**config.mk**
```make
export PLATFORM = sky130hd
export DESIGN_NAME = sha1_byte_stream_hasher_flat
export DESIGN_NICKNAME = d
export VERILOG_FILES = /design/src/design/shb_pkg.sv /design/src/design/shb_msg_if.sv /design/src/design/shb_digest_if.sv /design/src/design/shb_round.sv /design/src/design/sha1_byte_stream_hasher.sv /design/src/flat_wrapper.sv
export SDC_FILE = /design/constraint.sdc
export NUM_CORES = 2
export LEC_CHECK = 0
export BUFFER_PORTS_ARGS = -buffer_cell sky130_fd_sc_hd__buf_2
export CORE_MARGIN = 4
export CORE_UTILIZATION = 55
export DETAILED_ROUTE_END_ITERATION = 10
export PLACE_DENSITY_LB_ADDON = 0.2
export RECOVER_POWER = 50
export SYNTH_ARGS = -nofsm -noshare
export SYNTH_HDL_FRONTEND = slang
export SYNTH_SLANG_ARGS = --single-unit
```
**constraint.sdc**
```tcl
create_clock -name clk -period 13.6 [get_ports clk]
set_clock_uncertainty 0.05 [all_clocks]
set_input_delay 0.68 -clock clk [delete_from_list [all_inputs] [get_ports clk]]
set_output_delay 0.68 -clock clk [all_outputs]
set_load 0.05 [all_outputs]
```
**src/design/shb_pkg.sv**
```systemverilog
`timescale 1ns / 1ps

package shb_pkg;

	// SHA-1 working variables; also used for the chaining words
	typedef struct packed {
		logic [31:0] a;
		logic [31:0] b;
		logic [31:0] c;
		logic [31:0] d;
		logic [31:0] e;
	} work_t;

	localparam int DIGEST_WORDS = 5;
	localparam int WIN_BITS     = 512;
	localparam int WORD_BITS    = 32;

	localparam work_t IV_WORK = '{
		a: 32'h67452301,
		b: 32'hEFCDAB89,
		c: 32'h98BADCFE,
		d: 32'h10325476,
		e: 32'hC3D2E1F0
	};

	localparam logic [31:0] K_0 = 32'h5A827999;
	localparam logic [31:0] K_1 = 32'h6ED9EBA1;
	localparam logic [31:0] K_2 = 32'h8F1BBCDC;
	localparam logic [31:0] K_3 = 32'hCA62C1D6;

	// round index where each function group starts
	localparam logic [6:0] RND_GRP1   = 7'd20;
	localparam logic [6:0] RND_GRP2   = 7'd40;
	localparam logic [6:0] RND_GRP3   = 7'd60;
	localparam logic [6:0] LAST_ROUND = 7'd79;

	localparam logic [7:0] PAD_MARK  = 8'h80;
	localparam logic [5:0] LEN_POS   = 6'd56;
	localparam logic [5:0] FILL_LAST = 6'd63;
	localparam logic [2:0] OBUF_FULL = 3'd5;

endpackage

```
**src/design/shb_msg_if.sv**
```systemverilog
`timescale 1ns / 1ps

interface shb_msg_if;
	logic       valid;
	logic       ready;
	logic [7:0] data_byte;
	logic       has_byte;
	logic       end_of_message;

	modport source (output valid, output data_byte, output has_byte, output end_of_message,
		input ready);
	modport sink (input valid, input data_byte, input has_byte, input end_of_message,
		output ready);
endinterface

```
**src/design/shb_digest_if.sv**
```systemverilog
`timescale 1ns / 1ps

interface shb_digest_if;
	logic        valid;
	logic        ready;
	logic [31:0] digest_word;
	logic        last_word;

	modport source (output valid, output digest_word, output last_word, input ready);
	modport sink (input valid, input digest_word, input last_word, output ready);
endinterface

```
**src/design/shb_round.sv**
```systemverilog
`timescale 1ns / 1ps

// One SHA-1 round plus one step of the sliding 16-word schedule.
// win[15] is the current schedule word w[r], win[0] is w[r+15].
module shb_round import shb_pkg::*; (
	input  logic [6:0]        rnd,
	input  work_t             cur,
	input  logic [15:0][31:0] win,
	output work_t             nxt,
	output logic [31:0]       w_new
);

	logic [31:0] f;
	logic [31:0] k;
	logic [31:0] w_mix;

	always_comb begin
		if (rnd < RND_GRP1) begin
			f = (cur.b & cur.c) | (~cur.b & cur.d);
			k = K_0;
		end else if (rnd < RND_GRP2) begin
			f = cur.b ^ cur.c ^ cur.d;
			k = K_1;
		end else if (rnd < RND_GRP3) begin
			f = (cur.b & cur.c) | (cur.b & cur.d) | (cur.c & cur.d);
			k = K_2;
		end else begin
			f = cur.b ^ cur.c ^ cur.d;
			k = K_3;
		end
	end

	// w[r+16] = rotl1(w[r+13] ^ w[r+8] ^ w[r+2] ^ w[r])
	assign w_mix = win[2] ^ win[7] ^ win[13] ^ win[15];
	assign w_new = {w_mix[30:0], w_mix[31]};

	assign nxt.a = {cur.a[26:0], cur.a[31:27]} + f + cur.e + k + win[15];
	assign nxt.b = cur.a;
	assign nxt.c = {cur.b[1:0], cur.b[31:2]};
	assign nxt.d = cur.c;
	assign nxt.e = cur.d;

endmodule

```
**src/design/sha1_byte_stream_hasher.sv**
```systemverilog
`timescale 1ns / 1ps
// SHA-1 over a byte stream, one word (byte plus flags) per handshake.
// A byte that does not complete a block leaves the input ready for the next; a byte that completes
// one is followed by 80 rounds and a fold on the single round unit, with input stalled meanwhile.
// End of message: 0x80, zeros and the length shift in a byte at a time (the length going into an
// extra block if it spills); after one or two compressions the self-draining digest buffer loads.
// Reset (arst_n low, async): control and counts clear, chain loads the IV; data regs are not.
module sha1_byte_stream_hasher import shb_pkg::*; (
	input  logic          clk,
	input  logic          arst_n,
	shb_msg_if.sink       msg,
	shb_digest_if.source  digest
);

	typedef enum logic [2:0] {
		ST_IDLE,   // take message words
		ST_ROUND,  // 80 compression rounds through the shared round unit
		ST_FOLD,   // add working variables into the chaining words
		ST_PAD,    // shift in 0x80, zeros and the length, one byte a cycle
		ST_DONE    // hand the digest to the output buffer and restart
	} state_t;

	state_t state_q;

	// Block buffer: bytes shift in at the bottom, so after 64 bytes the first
	// byte sits at the top. During compression the same register acts as the
	// sliding 16-word schedule window and shifts by one word per round.
	logic [WIN_BITS-1:0] win_q;

	work_t       chain_q;
	work_t       work_q;
	logic [5:0]  fill_q;
	logic [63:0] bitlen_q;
	logic [6:0]  rnd_q;

	logic pad_q;    // padding still owed after the current compression
	logic mark_q;   // 0x80 marker already written
	logic ovf_q;    // marker landed inside the length field: length goes in next block
	logic final_q;  // current compression is the last one of the message

	// output buffer, head at index 0
	logic [31:0] obuf_q [DIGEST_WORDS];
	logic [2:0]  ocnt_q;

	work_t       rnd_nxt;
	logic [31:0] w_new;
	logic        in_fire;
	logic        out_fire;
	logic [7:0]  len_byte;
	logic [7:0]  pad_byte;

	shb_round u_round (
		.rnd   (rnd_q),
		.cur   (work_q),
		.win   (win_q),
		.nxt   (rnd_nxt),
		.w_new (w_new)
	);

	assign msg.ready          = (state_q == ST_IDLE);
	assign in_fire            = msg.valid && msg.ready;

	assign digest.valid       = (ocnt_q != 3'd0);
	assign digest.digest_word = obuf_q[0];
	assign digest.last_word   = (ocnt_q == 3'd1);
	assign out_fire           = digest.valid && digest.ready;

	// length bytes, most significant first, at buffer positions 56..63
	assign len_byte = bitlen_q[{~fill_q[2:0], 3'b000} +: 8];

	always_comb begin
		if (!mark_q)
			pad_byte = PAD_MARK;
		else if (fill_q >= LEN_POS && !ovf_q)
			pad_byte = len_byte;
		else
			pad_byte = 8'h00;
	end

	always_ff @(posedge clk or negedge arst_n) begin
		if (!arst_n) begin
			state_q  <= ST_IDLE;
			chain_q  <= IV_WORK;
			fill_q   <= '0;
			bitlen_q <= '0;
			rnd_q    <= '0;
			pad_q    <= 1'b0;
			mark_q   <= 1'b0;
			ovf_q    <= 1'b0;
			final_q  <= 1'b0;
			ocnt_q   <= '0;
		end else begin
			if (out_fire) begin
				for (int i = 0; i < DIGEST_WORDS - 1; i++)
					obuf_q[i] <= obuf_q[i+1];
				ocnt_q <= ocnt_q - 3'd1;
			end

			unique case (state_q)
				ST_IDLE: begin
					if (in_fire) begin
						if (msg.has_byte) begin
							win_q    <= {win_q[WIN_BITS-9:0], msg.data_byte};
							fill_q   <= fill_q + 6'd1;
							bitlen_q <= bitlen_q + 64'd8;
						end
						pad_q <= msg.end_of_message;
						// a full block is compressed before any padding
						if (msg.has_byte && fill_q == FILL_LAST) begin
							work_q  <= chain_q;
							rnd_q   <= '0;
							state_q <= ST_ROUND;
						end else if (msg.end_of_message) begin
							state_q <= ST_PAD;
						end
					end
				end

				ST_ROUND: begin
					work_q <= rnd_nxt;
					win_q  <= {win_q[WIN_BITS-WORD_BITS-1:0], w_new};
					rnd_q  <= rnd_q + 7'd1;
					if (rnd_q == LAST_ROUND)
						state_q <= ST_FOLD;
				end

				ST_FOLD: begin
					chain_q.a <= chain_q.a + work_q.a;
					chain_q.b <= chain_q.b + work_q.b;
					chain_q.c <= chain_q.c + work_q.c;
					chain_q.d <= chain_q.d + work_q.d;
					chain_q.e <= chain_q.e + work_q.e;
					if (final_q)
						state_q <= ST_DONE;
					else if (pad_q)
						state_q <= ST_PAD;
					else
						state_q <= ST_IDLE;
				end

				ST_PAD: begin
					win_q  <= {win_q[WIN_BITS-9:0], pad_byte};
					fill_q <= fill_q + 6'd1;
					if (!mark_q)
						mark_q <= 1'b1;
					if (fill_q == FILL_LAST) begin
						// block full: the overflow block carries no length
						final_q <= mark_q && !ovf_q;
						ovf_q   <= 1'b0;
						work_q  <= chain_q;
						rnd_q   <= '0;
						state_q <= ST_ROUND;
					end else if (!mark_q) begin
						ovf_q <= (fill_q >= LEN_POS);
					end
				end

				ST_DONE: begin
					// wait until the previous digest has fully drained
					if (ocnt_q == 3'd0) begin
						obuf_q[0] <= chain_q.a;
						obuf_q[1] <= chain_q.b;
						obuf_q[2] <= chain_q.c;
						obuf_q[3] <= chain_q.d;
						obuf_q[4] <= chain_q.e;
						ocnt_q    <= OBUF_FULL;
						chain_q   <= IV_WORK;
						fill_q    <= '0;
						bitlen_q  <= '0;
						pad_q     <= 1'b0;
						mark_q    <= 1'b0;
						final_q   <= 1'b0;
						state_q   <= ST_IDLE;
					end
				end

				default: state_q <= ST_IDLE;
			endcase
		end
	end

endmodule

```
**src/flat_wrapper.sv**
```systemverilog
// flat-port wrapper written by rule: the top's interface ports become plain ports
module sha1_byte_stream_hasher_flat import shb_pkg::*;
  (clk, arst_n, msg_valid, msg_data_byte, msg_has_byte, msg_end_of_message, msg_ready, digest_valid, digest_digest_word, digest_last_word, digest_ready);
  shb_msg_if msg_i ();
  shb_digest_if digest_i ();
  input  logic clk;
  input  logic arst_n;
  input wire logic [$bits(msg_i.valid)-1:0] msg_valid;
  input wire logic [$bits(msg_i.data_byte)-1:0] msg_data_byte;
  input wire logic [$bits(msg_i.has_byte)-1:0] msg_has_byte;
  input wire logic [$bits(msg_i.end_of_message)-1:0] msg_end_of_message;
  output wire logic [$bits(msg_i.ready)-1:0] msg_ready;
  output wire logic [$bits(digest_i.valid)-1:0] digest_valid;
  output wire logic [$bits(digest_i.digest_word)-1:0] digest_digest_word;
  output wire logic [$bits(digest_i.last_word)-1:0] digest_last_word;
  input wire logic [$bits(digest_i.ready)-1:0] digest_ready;
  assign msg_i.valid = msg_valid;
  assign msg_i.data_byte = msg_data_byte;
  assign msg_i.has_byte = msg_has_byte;
  assign msg_i.end_of_message = msg_end_of_message;
  assign msg_ready = msg_i.ready;
  assign digest_valid = digest_i.valid;
  assign digest_digest_word = digest_i.digest_word;
  assign digest_last_word = digest_i.last_word;
  assign digest_i.ready = digest_ready;
  sha1_byte_stream_hasher u_core (.clk(clk), .arst_n(arst_n), .msg(msg_i), .digest(digest_i));
endmodule
```
Word level (Yosys, flattened, before mapping)
Memory sizes are Yosys's and may differ from the RTL's.
Index checks and enable logic that the tools add are counted.
{"block": "classes", "n_addsub": 13, "n_mul": 0, "div_mod_pow": 0, "order_cmp": 4, "eq_ne": 15, "n_shift": 1, "muxes": 58, "n_bitwise": 18, "n_reduce_logical": 27}
{"op": "case mux 512 bit (3 select lines)", "n": 1}
{"op": "2-to-1 mux 512 bit", "n": 2}
{"op": "2-to-1 mux 160 bit", "n": 4}
{"op": "case mux 160 bit (3 select lines)", "n": 1}
{"op": "case mux 160 bit (2 select lines)", "n": 1}
{"op": "adder 32 bit", "n": 9}
{"op": "2-to-1 mux 32 bit", "n": 9}
{"op": "2-to-1 mux 64 bit", "n": 3}
{"op": "XOR 32 bit", "n": 5}
{"op": "bitwise AND 32 bit", "n": 4}
{"op": "case mux 64 bit (2 select lines)", "n": 1}
{"op": "OR 32 bit", "n": 3}
{"op": "adder 64 x 4 -> 64 bit (second input constant)", "n": 1}
{"op": "variable part select 64 x 7 -> 8 bit", "n": 1}
{"op": "NOT 32 bit", "n": 1}
{"op": "2-to-1 mux 31 bit", "n": 1}
{"op": "2-to-1 mux 3 bit", "n": 10}
{"op": "2-to-1 mux 7 bit", "n": 3}
{"op": "case mux 7 bit (3 select lines)", "n": 1}
{"op": "2-to-1 mux 6 bit", "n": 3}
{"op": "case mux 6 bit (3 select lines)", "n": 1}
{"op": "2-to-1 mux 8 bit", "n": 2}
{"op": "AND reduction 4 bit", "n": 4}
{"op": "case mux 3 bit (5 select lines)", "n": 1}
{"op": "27 further kinds", "n": 64}
{"block": "totals", "ff_bits": 919, "latch_bits": 0, "ram_bits": 160, "mem_bits_ro": 0, "output_inout_bits": 35, "wordCells": 157, "n_memories": 1}
{"memory": "u_core.obuf_q", "words": 5, "word_bits": 32, "read_ports": 5, "rd_ports_with_merged_regs": 0, "write_ports": 5, "line": "sha1_byte_stream_hasher.sv:42", "source": "logic [31:0] obuf_q [DIGEST_WORDS];"}

Depth between registers and ports, before layout
{"block": "logic_depth", "depth_word": 11, "mapped_depth": 29}

Hierarchy
A second synthesis with hierarchy kept.
{"block": "unflattened", "hier_cells": 4707, "area_unflattened_um2": 60148.9}
{"mod": "sha1_byte_stream_hasher", "instances": 1, "cells_each": 3852, "area_per_inst_um2": 52850.7}
{"mod": "shb_round", "instances": 1, "cells_each": 855, "area_per_inst_um2": 7298.2}

Worst setup path before layout
Ideal clock, no wire load.
{"block": "synth_path", "path_kind": "input to register", "from": "input port msg_valid", "to": "register u_core.win_q[0] (enable)", "arrival_time_ns": 12.511, "t_required_ns": 12.603, "path_slack_ns": 0.092, "stages": 3, "cell_sequence": "nand2_1 > o21bai_1 > and3_1"}
{"block": "synth_between", "elab_chain_cells": 3}
{"element": "start, declared", "line": "flat_wrapper.sv:8", "source": "input wire logic [$bits(msg_i.valid)-1:0] msg_valid;"}
{"element": "logical AND 1 bit", "line": "sha1_byte_stream_hasher.sv:61", "source": "assign in_fire = msg.valid && msg.ready;"}
{"element": "!= test 2 bit (no line)"}
{"element": "AND reduction 4 bit (no line)"}
{"element": "end signal, assigned", "line": "sha1_byte_stream_hasher.sv:103", "source": "win_q <= {win_q[WIN_BITS-9:0], msg.data_byte};"}
{"element": "end signal, assigned", "line": "sha1_byte_stream_hasher.sv:121", "source": "win_q <= {win_q[WIN_BITS-WORD_BITS-1:0], w_new};"}
{"element": "end signal, assigned", "line": "sha1_byte_stream_hasher.sv:142", "source": "win_q <= {win_q[WIN_BITS-9:0], pad_byte};"}
{"element": "end, declared", "line": "sha1_byte_stream_hasher.sv:28", "source": "logic [WIN_BITS-1:0] win_q;"}
Every way passes these cells.
A chain may end at the register's enable or synchronous reset.

Worst setup path in the final report
{"block": "layout_path", "from": "input port arst_n", "to": "register u_core.win_q[470] (enable)"}
{"block": "layout_between", "elab_chain_cells": 1}
{"element": "start, declared", "line": "flat_wrapper.sv:7", "source": "input logic arst_n;"}
{"element": "AND reduction 4 bit (no line)"}
Every way passes these cells.

==> results.py <==
metrics = {
    "run_status": {
        "status": "finished with violations",
        "violations": "max-capacitance violations, max-slew violations",
    },
    "hold_path": {
        "holdCritPathClass": "in -> reg",
        "holdPathStages": 2,
        "whs_endpoint": "u_core.ocnt_q[0]$_DFF_PN0_",
        "hold_start": "digest_ready",
    },
    "grt": {
        "grt_pass1_wl_um": 232000,
        "overflow": 0,
        "grtUsageTotal": 0.264,
        "antenna_found_initial": 5,
        "grt_max_degree": 244,
        "grt_pass1_vias": 40404,
    },
    "cells_and_area": {
        "drive_gt1_frac": 0.0731,
        "layout.nets": 6181,
        "instances_no_fill": 7315,
        "fillers": 8763,
        "area_growth_pct": 8.77,
    },
    "die": {
        "die-height_um": 335,
        "die-width_um": 335,
        "start_util": 0.557,
        "io_pins": 49,
        "die_area_mm2": 0.112,
        "rows": 119,
        "fp.coreArea_mm2": 0.106,
    },
    "route": {
        "postRouteAntennaNets": 0,
        "wl_per_cell_um": 20.3,
        "drc": 0,
        "vias": 42236,
        "first_iter_violations": 4417,
        "viasPerCell": 5.77,
        "drt_pass1_iterations": 6,
        "wirelength_um": 149000,
    },
    "timing": {
        "timing.fmax_mhz": 107,
        "fin_ws_ps": 4260,
        "grt_setup_unrepaired": "false",
        "holdWs_ps": 135,
        "relSlewSlack": -2.83,
        "final-setup-viol-count": 0,
        "slew_viol_final": 1008,
        "post-route-min-period_ps": 9340,
        "hold_viol_final": 0,
        "finalSetupTns_ps": 0,
        "post-route-period-util": 0.687,
        "tightest_slew_ps": 5740,
    },
    "logic_synthesis": {
        "synth_top_family_by_area": "simple AND/OR/NAND/NOR gates",
        "synth-simple-area-share": 0.182,
        "yosysSeqAreaShare": 0.530,
        "synth_xor_area_frac": 0.0463,
        "synthFlopType": "edfxtp_1",
        "ys_warn_count": 0,
        "synth_edf_count": 832,
        "syn_inst": 5859,
        "synth_compound_area_frac": 0.0897,
        "synthMuxAreaShare": 0.0324,
        "synth_common_cells": "nand2_1 (1994), edfxtp_1 (832), o21ai_0 (283), nor2_1 (267), a21oi_1 (248)",
        "yosysUniqueCellTypes": 81,
        "syn_area_mm2": 0.0588,
        "synth_area_leaders": "edfxtp_1 (42%), nand2_1 (13%), dfrtp_1 (7.0%)",
        "synthArstFlopShare": 0.227,
        "synth.largest_area_cell": "edfxtp_1",
        "synth-seq-cells": 1076,
        "yosysMostFrequentCell": "nand2_1",
        "synth_top_area_frac": 0.425,
        "syn-num-nets": 6219,
        "yosys.area_share.adder": 0.0889,
        "syn_area_per_cell_um2": 10.0,
    },
    "clocking": {
        "cts_tree": "yes",
        "cts_max_path_buffers": 3,
        "clk_latency_ps": 730,
        "path_clk_slew_ps": 60,
        "cts-root-buf": "clkbuf_16",
        "h-tree-depth": 3,
        "clock-sinks": 1076,
        "numCtsBuffers": 114,
    },
    "placement": {
        "dp_hpwl_um": 101000,
        "gp_congestion": 0.914,
        "post-place-ws_ps": 6180,
        "dp.cells": 7095,
        "port_buffers": 48,
    },
    "worst_setup_path": {
        "worst-r2r-setup-slack_ps": 5870,
        "r2r-end": "u_core.chain_q[119]$_DFFE_PN1P_",
        "worstPathRequired_ps": 13810,
        "crit_arrival_ps": 9550,
        "r2r_cells": 6,
        "worst_r2r_startpoint": "u_core.state_q[1]$_DFFE_PN0P_",
        "worst_setup_path_end_kind": "flip-flop",
        "worstPathMaxFanout": 97,
        "crit_type": "in -> reg",
        "start_kind": "primary input",
    },
    "power_and_ir_drop": {
        "max-vdd-ir-drop_uv": 106,
        "power.density_mw_per_mm2": 112,
        "leakage_uw": 0.0280,
        "p_total_uw": 7140,
    },
    "run": {
        "drv_cap": 16,
    },
}
## worst max-delay path by stage
stage / startpoint / end / slack [ps] / cells after the start
after global routing: arst_n / u_core.win_q[505]$_DFFE_PP_ / 2960 / 4
after global placement: u_core.rnd_q[5]$_DFFE_PN0P_ / u_core.work_q[157]$_DFFE_PP_ / 6370 / 27
after detailed placement: u_core.rnd_q[4]$_DFFE_PN0P_ / u_core.work_q[157]$_DFFE_PP_ / 6180 / 27
final: arst_n / u_core.win_q[470]$_DFFE_PP_ / 4260 / 4
after floorplan: msg_valid / u_core.win_q[0]$_DFFE_PP_ / 90 / 3
after CTS: u_core.rnd_q[5]$_DFFE_PN0P_ / u_core.work_q[157]$_DFFE_PP_ / 6120 / 27
## kinds of logic (layout without fill, tap and decap cells)
group	Yosys count	after routing
simple gates	2628	2628
flops	1076	1076
compound gates	863	863
buf+inv	477	539
fa+ha+maj	346	346
xor+xnor	311	311
mux	158	158
other cells	0	3
## layout by cell type (no fill, tap or decap), drive strengths merged, types with 9 or more instances in the layout
cell / Yosys / final
or3: 35 / 35
and3: 28 / 28
a31o: 9 / 9
o32ai: 22 / 22
clkinv: 1 / 43
nor3: 61 / 61
o31ai: 20 / 20
or2: 12 / 12
inv: 230 / 233
dfstp: 80 / 80
o221ai: 14 / 14
nand2b: 38 / 38
nor2b: 46 / 46
nor2: 268 / 268
xor2: 126 / 126
mux2: 128 / 128
buf: 36 / 42
ha: 226 / 226
a211oi: 25 / 25
bufinv: 0 / 12
nand2: 1994 / 1994
mux4: 13 / 13
fa: 120 / 120
a31oi: 25 / 25
mux2i: 17 / 17
o21a: 31 / 31
o21ai: 284 / 284
xnor2: 185 / 185
o21bai: 25 / 25
a21boi: 13 / 13
nand3: 92 / 92
a21o: 74 / 74
nand4: 25 / 25
dfrtp: 164 / 164
a21oi: 248 / 248
edfxtp: 832 / 832
clkbuf: 210 / 204
o211ai: 9 / 9
## final cells by class
cell class | count | area [um2] | share of cell area
Tap cell | 1391 | 1740 | 0.0272
Multi-Input combinational cell | 4306 | 25900 | 0.404
Sequential cell | 1076 | 31200 | 0.487
Timing Repair Buffer | 92 | 542 | 0.00847
Antenna cell | 3 | 7.51 | 0.000117
Clock buffer | 155 | 3100 | 0.0484
Clock inverter | 61 | 687 | 0.0107
Inverter | 231 | 867 | 0.0136
## registers in the layout (all words and copies together) (netlist names)
name             count
u_core.fill_q        6
u_core.win_q       512
u_core.mark_q        1
u_core.final_q       1
u_core.bitlen_q     61
u_core.ovf_q         1
u_core.chain_q     160
u_core.state_q       3
u_core.work_q      160
u_core.ocnt_q        3
u_core.pad_q         1
u_core.rnd_q         7
u_core.obuf_q      160
## worst max-delay path, stage by stage
cell	delay, ps
dlygate4sd3_1	540
clkbuf_1	3890
and3_1	2110
clkbuf_1	2110
## where the power goes
group / internal, uW / switching (uW)
registers: 3670 / 51.1
logic: 68.5 / 178
clock network: 1830 / 1350
## stage by stage
step	area [um2]	utilization
floorplan	58800	-
global placement	60300	0.571
detailed placement	60300	0.571
CTS	64100	0.607
global route	64000	0.605
finish	64000	0.605
## repair_timing
action                                 CTS  global route
endpoints found under the hold margin   75             0
hold buffers                             1             0
setup buffers                            0             0
gates resized for setup                  0             0
## per-layer routing
layer / global-route usage / share of wire / routed length, um
met2: 0.416 / 0.46 / 69000
met3: 0.0413 / 0.071 / 10600
met4: 0.0788 / 0.028 / 4110
met5: 0 / 0 / 0
met1: 0.381 / 0.44 / 65100
Note: power is estimated with default switching activity, not from simulation.
